==> src/pocc_pkg.sv <==
package pocc_pkg;

  // bank sizes
  localparam int unsigned RelayChannels  = 4;
  localparam int unsigned LowDcChannels  = 3;
  localparam int unsigned HighDcChannels = 1;

  // widest bank, working width of the mask update
  localparam int unsigned MaskW = 4;

  // variable output range in tenths of a volt
  localparam logic [5:0]  VarMinTenths = 6'd15;
  localparam logic [5:0]  VarMaxTenths = 6'd50;
  localparam logic [13:0] PwmWrap      = 14'd10000;

  // polarity code nibble of the dc word
  localparam logic [3:0] PolCodePos = 4'hA;
  localparam logic [3:0] PolCodeNeg = 4'h5;
  localparam logic [3:0] PolCodeOff = 4'h3;

  typedef enum logic [3:0] {
    OP_RELAY_SET = 4'd0,
    OP_RELAY_CLR = 4'd1,
    OP_LOW_SET   = 4'd2,
    OP_LOW_CLR   = 4'd3,
    OP_HIGH_SET  = 4'd4,
    OP_HIGH_CLR  = 4'd5,
    OP_POLARITY  = 4'd6,
    OP_VARIABLE  = 4'd7,
    OP_RESET     = 4'd8
  } opcode_e;

  typedef enum logic [1:0] {
    POL_OFF = 2'd0,
    POL_POS = 2'd1,
    POL_NEG = 2'd2
  } polarity_e;

  typedef struct packed {
    logic [3:0] opcode;
    logic [2:0] channel;
    logic [1:0] polarity;
    logic [5:0] var_tenths;
  } cmd_t;

  typedef struct packed {
    logic        ok;
    logic        relay_valid;
    logic [3:0]  relay_word;
    logic        dc_valid;
    logic [7:0]  dc_word;
    logic        duty_valid;
    logic [13:0] duty;
  } result_t;

  typedef struct packed {
    logic             ok;
    logic [MaskW-1:0] mask;
  } mask_upd_t;

  // set or clear one channel (1..count), or all of them for channel 0
  function automatic mask_upd_t mask_update(logic [MaskW-1:0] mask, logic [2:0] chan,
                                            logic set, int unsigned count);
    logic [MaskW-1:0] all_ch;
    logic [MaskW-1:0] sel;
    mask_upd_t        r;
    for (int unsigned i = 0; i < MaskW; i++) begin
      all_ch[i] = (i < count);
      sel[i]    = (chan == 3'(i + 1));
    end
    r.ok   = 1'b1;
    r.mask = mask;
    if (chan == 3'd0) begin
      r.mask = set ? all_ch : '0;
    end else if (32'(chan) > count) begin
      r.ok = 1'b0;
    end else if (set) begin
      r.mask = (mask | sel) & all_ch;
    end else begin
      r.mask = mask & ~sel & all_ch;
    end
    return r;
  endfunction

  // pwm compare level for (tenths - VarMinTenths)
  function automatic logic [13:0] duty_lookup(logic [5:0] idx);
    logic [13:0] d;
    case (idx)
      6'd0:  d = 14'd1280;
      6'd1:  d = 14'd1300;
      6'd2:  d = 14'd1320;
      6'd3:  d = 14'd1335;
      6'd4:  d = 14'd1350;
      6'd5:  d = 14'd1370;
      6'd6:  d = 14'd1385;
      6'd7:  d = 14'd1400;
      6'd8:  d = 14'd1420;
      6'd9:  d = 14'd1440;
      6'd10: d = 14'd1460;
      6'd11: d = 14'd1480;
      6'd12: d = 14'd1510;
      6'd13: d = 14'd1540;
      6'd14: d = 14'd1580;
      6'd15: d = 14'd1620;
      6'd16: d = 14'd1670;
      6'd17: d = 14'd1730;
      6'd18: d = 14'd1810;
      6'd19: d = 14'd1900;
      6'd20: d = 14'd2000;
      6'd21: d = 14'd2140;
      6'd22: d = 14'd2320;
      6'd23: d = 14'd2520;
      6'd24: d = 14'd2860;
      6'd25: d = 14'd3400;
      6'd26: d = 14'd3980;
      6'd27: d = 14'd4720;
      6'd28: d = 14'd5400;
      6'd29: d = 14'd6200;
      6'd30: d = 14'd6900;
      6'd31: d = 14'd7560;
      6'd32: d = 14'd8380;
      6'd33: d = 14'd9300;
      6'd34: d = 14'd10000;
      6'd35: d = 14'd10000;
      default: d = 14'd0;
    endcase
    return d;
  endfunction

endpackage

==> src/power_outlet_channel_controller.sv <==
// power outlet channel controller: relay, 3v3, 5v masks, polarity and variable pwm duty
// command registered on accept, result registered from it once the result slot frees
// throughput: one transaction per cycle, set by the single compute stage between the
//   command register and the result register; a stalled result holds the compute stage
// reset (rst_ni low, async): all masks cleared, polarity off, both stages empty
module power_outlet_channel_controller (
  input  logic              clk_i,
  input  logic              rst_ni,
  input  logic              in_valid_i,
  output logic              in_ready_o,
  input  pocc_pkg::cmd_t    in_data_i,
  output logic              out_valid_o,
  input  logic              out_ready_i,
  output pocc_pkg::result_t out_data_o
);
  import pocc_pkg::*;

  // command register
  logic in_valid_q;
  cmd_t cmd_q;

  // result register
  logic    out_valid_q;
  result_t res_q, res_d;

  // channel state
  logic [RelayChannels-1:0]  relay_q,  relay_d;
  logic [LowDcChannels-1:0]  low_dc_q, low_dc_d;
  logic [HighDcChannels-1:0] high_dc_q, high_dc_d;
  logic [1:0]                pol_q,    pol_d;

  logic      advance;   // compute stage moves into the result register
  logic      fire;      // a command is processed this cycle
  mask_upd_t upd;
  logic [3:0] pol_code;

  // result slot frees when empty or being taken
  assign advance    = !out_valid_q || out_ready_i;
  assign fire       = in_valid_q && advance;
  assign in_ready_o = !in_valid_q || advance;

  always_comb begin
    relay_d   = relay_q;
    low_dc_d  = low_dc_q;
    high_dc_d = high_dc_q;
    pol_d     = pol_q;
    res_d     = '0;
    upd       = '0;

    case (cmd_q.opcode)
      OP_RELAY_SET, OP_RELAY_CLR: begin
        upd = mask_update(MaskW'(relay_q), cmd_q.channel,
                          cmd_q.opcode == OP_RELAY_SET, RelayChannels);
        relay_d           = upd.mask[RelayChannels-1:0];
        res_d.ok          = upd.ok;
        res_d.relay_valid = upd.ok;
      end
      OP_LOW_SET, OP_LOW_CLR: begin
        upd = mask_update(MaskW'(low_dc_q), cmd_q.channel,
                          cmd_q.opcode == OP_LOW_SET, LowDcChannels);
        low_dc_d       = upd.mask[LowDcChannels-1:0];
        res_d.ok       = upd.ok;
        res_d.dc_valid = upd.ok;
      end
      OP_HIGH_SET, OP_HIGH_CLR: begin
        upd = mask_update(MaskW'(high_dc_q), cmd_q.channel,
                          cmd_q.opcode == OP_HIGH_SET, HighDcChannels);
        high_dc_d      = upd.mask[HighDcChannels-1:0];
        res_d.ok       = upd.ok;
        res_d.dc_valid = upd.ok;
      end
      OP_POLARITY: begin
        // undefined code is rejected, state untouched
        if (cmd_q.polarity <= POL_NEG) begin
          pol_d          = cmd_q.polarity;
          res_d.ok       = 1'b1;
          res_d.dc_valid = 1'b1;
        end
      end
      OP_VARIABLE: begin
        // out-of-range tenths still apply duty 0, but flag the command
        res_d.duty_valid = 1'b1;
        if (cmd_q.var_tenths == 6'd0) begin
          res_d.ok = 1'b1;
        end else if (cmd_q.var_tenths >= VarMinTenths &&
                     cmd_q.var_tenths <= VarMaxTenths) begin
          res_d.ok   = 1'b1;
          res_d.duty = duty_lookup(cmd_q.var_tenths - VarMinTenths);
        end
      end
      OP_RESET: begin
        relay_d           = '0;
        low_dc_d          = '0;
        high_dc_d         = '0;
        pol_d             = POL_OFF;
        res_d.ok          = 1'b1;
        res_d.relay_valid = 1'b1;
        res_d.dc_valid    = 1'b1;
        res_d.duty_valid  = 1'b1;
      end
      default: begin
        // unused opcodes: flagged, nothing sent
      end
    endcase

    // words are packed from the updated state
    case (pol_d)
      POL_POS: pol_code = PolCodePos;
      POL_NEG: pol_code = PolCodeNeg;
      default: pol_code = PolCodeOff;
    endcase

    if (res_d.relay_valid) begin
      res_d.relay_word = 4'(relay_d);
    end
    if (res_d.dc_valid) begin
      res_d.dc_word = {pol_code, high_dc_d[0], 3'(low_dc_d)};
    end
    if (res_d.duty > PwmWrap) begin
      res_d.duty = PwmWrap;
    end
  end

  // control and channel state
  always_ff @(posedge clk_i or negedge rst_ni) begin
    if (!rst_ni) begin
      in_valid_q  <= 1'b0;
      out_valid_q <= 1'b0;
      relay_q     <= '0;
      low_dc_q    <= '0;
      high_dc_q   <= '0;
      pol_q       <= POL_OFF;
    end else begin
      if (in_ready_o) begin
        in_valid_q <= in_valid_i;
      end
      if (advance) begin
        out_valid_q <= in_valid_q;
      end
      if (fire) begin
        relay_q   <= relay_d;
        low_dc_q  <= low_dc_d;
        high_dc_q <= high_dc_d;
        pol_q     <= pol_d;
      end
    end
  end

  // payload registers
  always_ff @(posedge clk_i) begin
    if (in_valid_i && in_ready_o) begin
      cmd_q <= in_data_i;
    end
    if (fire) begin
      res_q <= res_d;
    end
  end

  assign out_valid_o = out_valid_q;
  assign out_data_o  = res_q;

endmodule

==> config.mk <==
export PLATFORM = sky130hd
export DESIGN_NAME = power_outlet_channel_controller
export DESIGN_NICKNAME = d
export VERILOG_FILES = /design/src/pocc_pkg.sv /design/src/power_outlet_channel_controller.sv
export SDC_FILE = /design/constraint.sdc
export NUM_CORES = 1
export LEC_CHECK = 0
export BUFFER_PORTS_ARGS = -buffer_cell sky130_fd_sc_hd__clkbuf_2
export CAP_MARGIN = 25
export CORE_MARGIN = 8
export CORE_UTILIZATION = 50
export DETAILED_ROUTE_END_ITERATION = 10
export PLACE_DENSITY = 0.76
export SLEW_MARGIN = 20
export SYNTH_ARGS = -nofsm -noshare
export SYNTH_HDL_FRONTEND = slang
export SYNTH_SLANG_ARGS = --single-unit
==> constraint.sdc <==
create_clock -name clk_i -period 3.2 [get_ports clk_i]
set_clock_uncertainty 0.1 [all_clocks]
set_input_delay 0.16 -clock clk_i [delete_from_list [all_inputs] [get_ports clk_i]]
set_output_delay 0.16 -clock clk_i [all_outputs]
set_load 0.01 [all_outputs]
==> impl_metrics.tcl, run 1 <==
set metrics [dict create \
    crit_path_end_kind "flip-flop" \
    die_h_um 98.5 \
    ys_seq_area_share_pct 48.5 \
    dieArea_um2 9700 \
    finalCritPeriodShare_pct 82.3 \
    clock_path_buffers 2 \
    start_util_pct 50.9 \
    outcome "finished, final reports clean" \
    syn_inst 318 \
    critPathLaunchType "flip-flop" \
    vias 2765 \
    max_freq_mhz 380 \
    critPathLaunch "cmd_q[0]$_DFFE_PP_" \
    gp_congestion 0.943 \
    critical_path_class "flip-flop to flip-flop" \
    drtPass1Iterations 5 \
    power.leakage_nw 1.66 \
    tightestPinTransition_ns 0.777 \
    htree_levels 3 \
    grt_pass1_wl_um 12600 \
    synth-edff-count 45 \
    dpl_worst_slack_ns 0.614 \
    insertion_delay_ns 0.33 \
    die_x_um 98.5 \
    critical_path_peak_fanout 17 \
    design_area_um2 4110 \
    cts.sinks 57 \
    period_minus_slack_ns 2.63 \
    required_ns 3.26 \
    syn_nets 348 \
    report.final.slew_viol_count 0 \
    final_cell_mix "50 x clkbuf_2, 45 x edfxtp_1, 28 x nand2_1, 26 x nor2_1, 23 x a21oi_1" \
    rsz0062_at_grt "no" \
    cts_tree "yes" \
    avgRoutedWirePerCell_um 16.3 \
    maxCapViolCount 0 \
    final_common_cell "clkbuf_2" \
    drc 0 \
    fin_ws_ns 0.566 \
    post_cts_buffers 0 \
    wl_um 7710 \
    placed_cell_area_um2 3720 \
    drive_gt1_share_pct 24.4 \
    ys_async_sr_fraction_pct 21.1 \
    powerDensity_nw_per_um2 519 \
    grt_max_degree 32 \
    slew_headroom_pct 48.2 \
    io_pins 51 \
    dp_hpwl_um 5600 \
    finalSetupTns_ns 0 \
    drt_iter0_markers 303 \
    avgSynthCellArea_um2 10.7 \
    antenna_found_initial 0 \
    antenna_left 0 \
    r2r_slack_ns 0.57 \
    final_util_pct 61.6 \
    hold_class "primary input to flip-flop" \
    overflow 0 \
    first_global_vias 2521 \
    rows 30 \
    synth-seq-cells 57 \
    cts_buffers 9 \
    reg2reg_from "cmd_q[0]$_DFFE_PP_" \
    synth_area_um2 3400 \
    setup_viol 0 \
    synth_cell_types 78 \
    path_clk_slew_ns 0.06 \
    fp.coreArea_um2 6680 \
    port_buffers 50 \
    yosysWarningCount 0 \
    via_per_inst 5.85 \
    grt_usage_pct 16.2 \
    hold_start "out_ready_i" \
    layout.nets 418 \
    finalHoldViolCount 0 \
    syn_to_final_growth_pct 20.9 \
    cts_root_buf "clkbuf_8" \
    synth_flop_cell "edfxtp_1" \
    fin_total_pwr_mw 2.14 \
    critical_path_arrival_ns 2.69 \
    n_antenna_cell 0 \
    ir_worst_vdd_mv 0.343 \
]
-- final timing paths --
check | end | cells past startpoint
max in group asynchronous | relay_q[2]$_DFFE_PN0P_ | 2
min in group asynchronous | low_dc_q[0]$_DFFE_PN0P_ | 2
hold reg to reg | out_valid_o$_DFFE_PN0P_ | 1
hold / removal | out_valid_o$_DFFE_PN0P_ | 3
setup reg to reg | out_data_o[2]$_SDFFCE_PN0P_ | 7
setup / recovery | out_data_o[2]$_SDFFCE_PN0P_ | 7
-- repair_timing --
item,CTS,global route
hold buffers,17,0
hold endpoints to repair,28,0
gates resized for setup,0,0
-- power by group --
group          leakage, nW  total, mW  internal [mW]  switching, mW
registers            0.596      0.966          0.900         0.0659
clock network        0.107      0.736          0.461          0.275
logic                0.954      0.434          0.185          0.250
total                 1.66       2.14           1.55          0.590
-- cell families after synthesis --
family / share of synthesized area, %
compound gates: 20.3
xor+xnor: 2.79
fa+ha+maj: 4.04
buf+inv: 4.12
flops: 48.5
mux: 3.38
simple gates: 16.8
-- Yosys cell counts, types with 3 or more instances --
cell type	number	share of area, %
nor2b_1	7	1.3
nor2_1	26	2.9
a21o_1	3	0.66
o31ai_1	3	0.66
buf_4	5	1.1
o21ai_0	17	2.5
or3_1	3	0.55
o211ai_1	5	1.1
a211oi_1	3	0.66
clkbuf_1	5	0.55
a31oi_1	8	1.5
nand2_1	28	3.1
and2_1	3	0.55
nand2b_1	11	2.0
a21oi_1	23	3.4
nand3_1	4	0.59
o21ai_1	4	0.59
dfrtp_1	12	8.8
o2bb2ai_1	3	0.77
mux2i_1	7	2.1
buf_2	4	0.59
inv_1	13	1.4
edfxtp_1	45	40
ha_1	11	4.0
and3_1	3	0.55
-- layout make-up --
class | instances | area (um2)
Tap cell | 80 | 100
Clock inverter | 4 | 76.3
Clock buffer | 12 | 145
Timing Repair Buffer | 75 | 480
Inverter | 13 | 48.8
Multi-Input combinational cell | 232 | 1610
Fill cell | 548 | 2570
Sequential cell | 57 | 1650
-- per-layer routing --
layer / up-vias / track usage [%] / part of all wire, %
li1: 1337 / - / -
met1: 1281 / 22.3 / 46
met2: 134 / 22.7 / 43
met4: 0 / 7.67 / 1.9
met3: 13 / 4.79 / 8.7
met5: - / 0 / 0
-- worst max-delay path, stage by stage (launching register included) --
cell and delay, ns:
edfxtp_1 0.35, ha_1 0.30, inv_1 0.14, ha_1 0.66, inv_1 0.23, mux2i_1 0.16
mux2_2 0.29, o32ai_2 0.24
-- state kept, by name, indices dropped and copies added, names as in the netlist --
signal / cells
in_valid_q: 1
cmd_q: 15
out_data_o: 30
relay_q: 4
pol_q: 2
high_dc_q: 1
low_dc_q: 3
out_valid_o: 1
-- metrics by stage --
step	instances	hold slack (ns)
6_report	473	0.0271
5_1_grt	473	0.0341
4_1_cts	473	0.0148
3_5_place_dp	440	-0.0239
3_3_place_gp	440	-0.0268
2_1_floorplan	318	-0.236
Power figures use the tool's default switching activity.
==> run 2: changes to the inputs <==
- PLACE_DENSITY: 0.76 -> 0.79
- clock period: 3.2 -> 2.14 ns (I/O delays scaled with it)
==> run 2 against run 1 <==
Net effect:
- the flow now finishes with violations (setup timing)
- flip-flop and latch count is the same
- critical endpoint unchanged
- sequential power grew 48%
- final cell count grew 8.2%
- count of clock-buffer cells in the layout shrank 3
- combinational power grew 83%
- highest routed layer unchanged
- non-clock buffer count grew 38
- design area grew 11%
- clock power grew 51%
- wire length grew 14%
- worst setup slack lost 0.61 ns
- maximum frequency grew 20%
- via count grew 6.2%
==> impl_metrics.tcl, run 2 (synthesized netlist as in run 1, its figures left out) <==
set metrics [dict create \
    htree_levels 3 \
    tightestPinTransition_ns 0.652 \
    dp_hpwl_um 6250 \
    fp.coreArea_um2 6680 \
    outcome "finished with violations" \
    cp_slowest_cell "edfxtp_1" \
    vias 2937 \
    io_pins 51 \
    fin_ws_ns -0.0466 \
    fin_hold_ws_ns 0.0998 \
    drc 0 \
    layout.nets 457 \
    grt_max_degree 29 \
    required_ns 2.21 \
    grt_pass1_wl_um 13900 \
    final_cell_mix "50 x clkbuf_2, 45 x edfxtp_1, 41 x buf_4, 28 x nand2_1, 26 x nor2_1" \
    period_minus_slack_ns 2.19 \
    dieArea_um2 9700 \
    maxCapViolCount 0 \
    setup_viol 3 \
    gp_congestion 0.910 \
    max_stage_delay_ns 0.46 \
    drive_gt1_share_pct 34.3 \
    wl_um 8770 \
    final_common_cell "clkbuf_2" \
    critical_path_peak_fanout 14 \
    path_clk_slew_ns 0.08 \
    rsz0062_at_grt "yes" \
    max_freq_mhz 457 \
    finalHoldViolCount 0 \
    placed_cell_area_um2 4000 \
    via_per_inst 5.74 \
    clock_path_buffers 2 \
    drtPass1Iterations 5 \
    avgRoutedWirePerCell_um 17.1 \
    cts_buffers 9 \
    die_x_um 98.5 \
    n_antenna_cell 0 \
    num-fill-cells 515 \
    grt_usage_pct 18.0 \
    port_buffers 50 \
    critical_path_class "flip-flop to flip-flop" \
    critical_path_arrival_ns 2.26 \
    hold_class "primary input to async pin" \
    die_h_um 98.5 \
    report.final.slew_viol_count 0 \
    path_cells "buf_12 > and3_1 > o31ai_1 > buf_4 > mux2_2 > o32ai_2" \
    crit_path_end_kind "flip-flop" \
    finalCritPeriodShare_pct 102 \
    first_global_vias 2823 \
    largest_register_ffs 30 \
    antenna_left 0 \
    start_util_pct 50.9 \
    antenna_found_initial 0 \
    ir_worst_vdd_mv 0.421 \
    failed_checks "setup timing" \
    slew_headroom_pct 56.5 \
    design_area_um2 4570 \
    cts_root_buf "clkbuf_8" \
    drt_iter0_markers 246 \
    critPathLaunchType "flip-flop" \
    cts.sinks 57 \
    cts_tree "yes" \
    powerDensity_nw_per_um2 730 \
    power.leakage_nw 1.87 \
    insertion_delay_ns 0.35 \
    overflow 0 \
    syn_to_final_growth_pct 34.3 \
    rows 30 \
]
[run 2: cell types whose count changed in the layout (fill, tap and decap cells not counted), sizes merged]
| cell | delta |
|---|---|
| nor2 | +1 |
| inv | -1 |
| clkinvlp | +1 |
| clkbuf | -3 |
| dlygate4sd3 | +2 |
| clkinv | +3 |
| buf | +36 |
[run 2: path summary, 6_finish.rpt]
path	cells after the start	to	slack [ns]	start
min in group clk_i	2	cmd_q[8]$_DFFE_PP_	0.37	in_data_i[8]
min	2	relay_q[2]$_DFFE_PN0P_	0.1	rst_ni
min reg2reg	1	out_valid_o$_DFFE_PN0P_	0.40	in_valid_q$_DFFE_PN0N_
max in group asynchronous	2	pol_q[1]$_DFFE_PN0P_	1.57	rst_ni
max	6	out_data_o[2]$_SDFFCE_PN0P_	-0.05	cmd_q[0]$_DFFE_PP_
max reg2reg	6	out_data_o[2]$_SDFFCE_PN0P_	-0.05	cmd_q[0]$_DFFE_PP_
[run 2: cell type report]
type | instances | area [um2] | share of cell area [%]
tap | 80 | 100 | 2.19
clock inverter | 7 | 95.1 | 2.08
inverter | 13 | 57.6 | 1.26
sequential | 57 | 1650 | 36.1
clock buffer | 9 | 124 | 2.71
timing repair buffer | 113 | 800 | 17.5
multi-input combinational | 233 | 1740 | 38.1
[run 2: critical path: cells and delay by family (launching register included)]
kind,cells,cell delay (ns)
AOI/OAI and AO/OA,2,0.52
buffers and inverters,2,0.37
DFF,1,0.46
muxes,1,0.35
and+or+nand+nor,1,0.23
[run 2: repair_timing]
action	4_1_cts	5_1_grt
cloned	0	1
endpoints found under the setup margin	1	11
hold buffers	19	0
endpoints found under the hold margin	29	0
resized for setup	1	18
setup buffers	0	5
pin swaps	1	8
[run 2: where the power goes]
part | internal [mW] | switching [mW]
Combinational | 0.362 | 0.432
Clock | 0.654 | 0.458
Sequential | 1.34 | 0.0883
[run 2: stage by stage]
| stage | utilization [%] | cells | total power [mW] | setup slack (ns) | TNS, ns |
|---|---|---|---|---|---|
| 3_3_place_gp | 59.9 | 471 | 2.15 | 0.0218 | 0 |
| 5_1_grt | 68.4 | 512 | 3.49 | -0.115 | -0.456 |
| 2_1_floorplan | - | 318 | 1.91 | -0.107 | -0.591 |
| 3_5_place_dp | 59.9 | 471 | 2.17 | -0.0227 | -0.0227 |
| 6_report | 68.4 | 512 | 3.34 | -0.0466 | -0.0781 |
| 4_1_cts | 66.1 | 506 | 3.31 | 0.00295 | 0 |
[run 2: layer usage]
metal | GRT usage (%) | share of wire [%]
met5 | 0 | 0
met4 | 7.67 | 1.6
met3 | 5.43 | 7.4
met2 | 27.1 | 47
met1 | 23.3 | 44
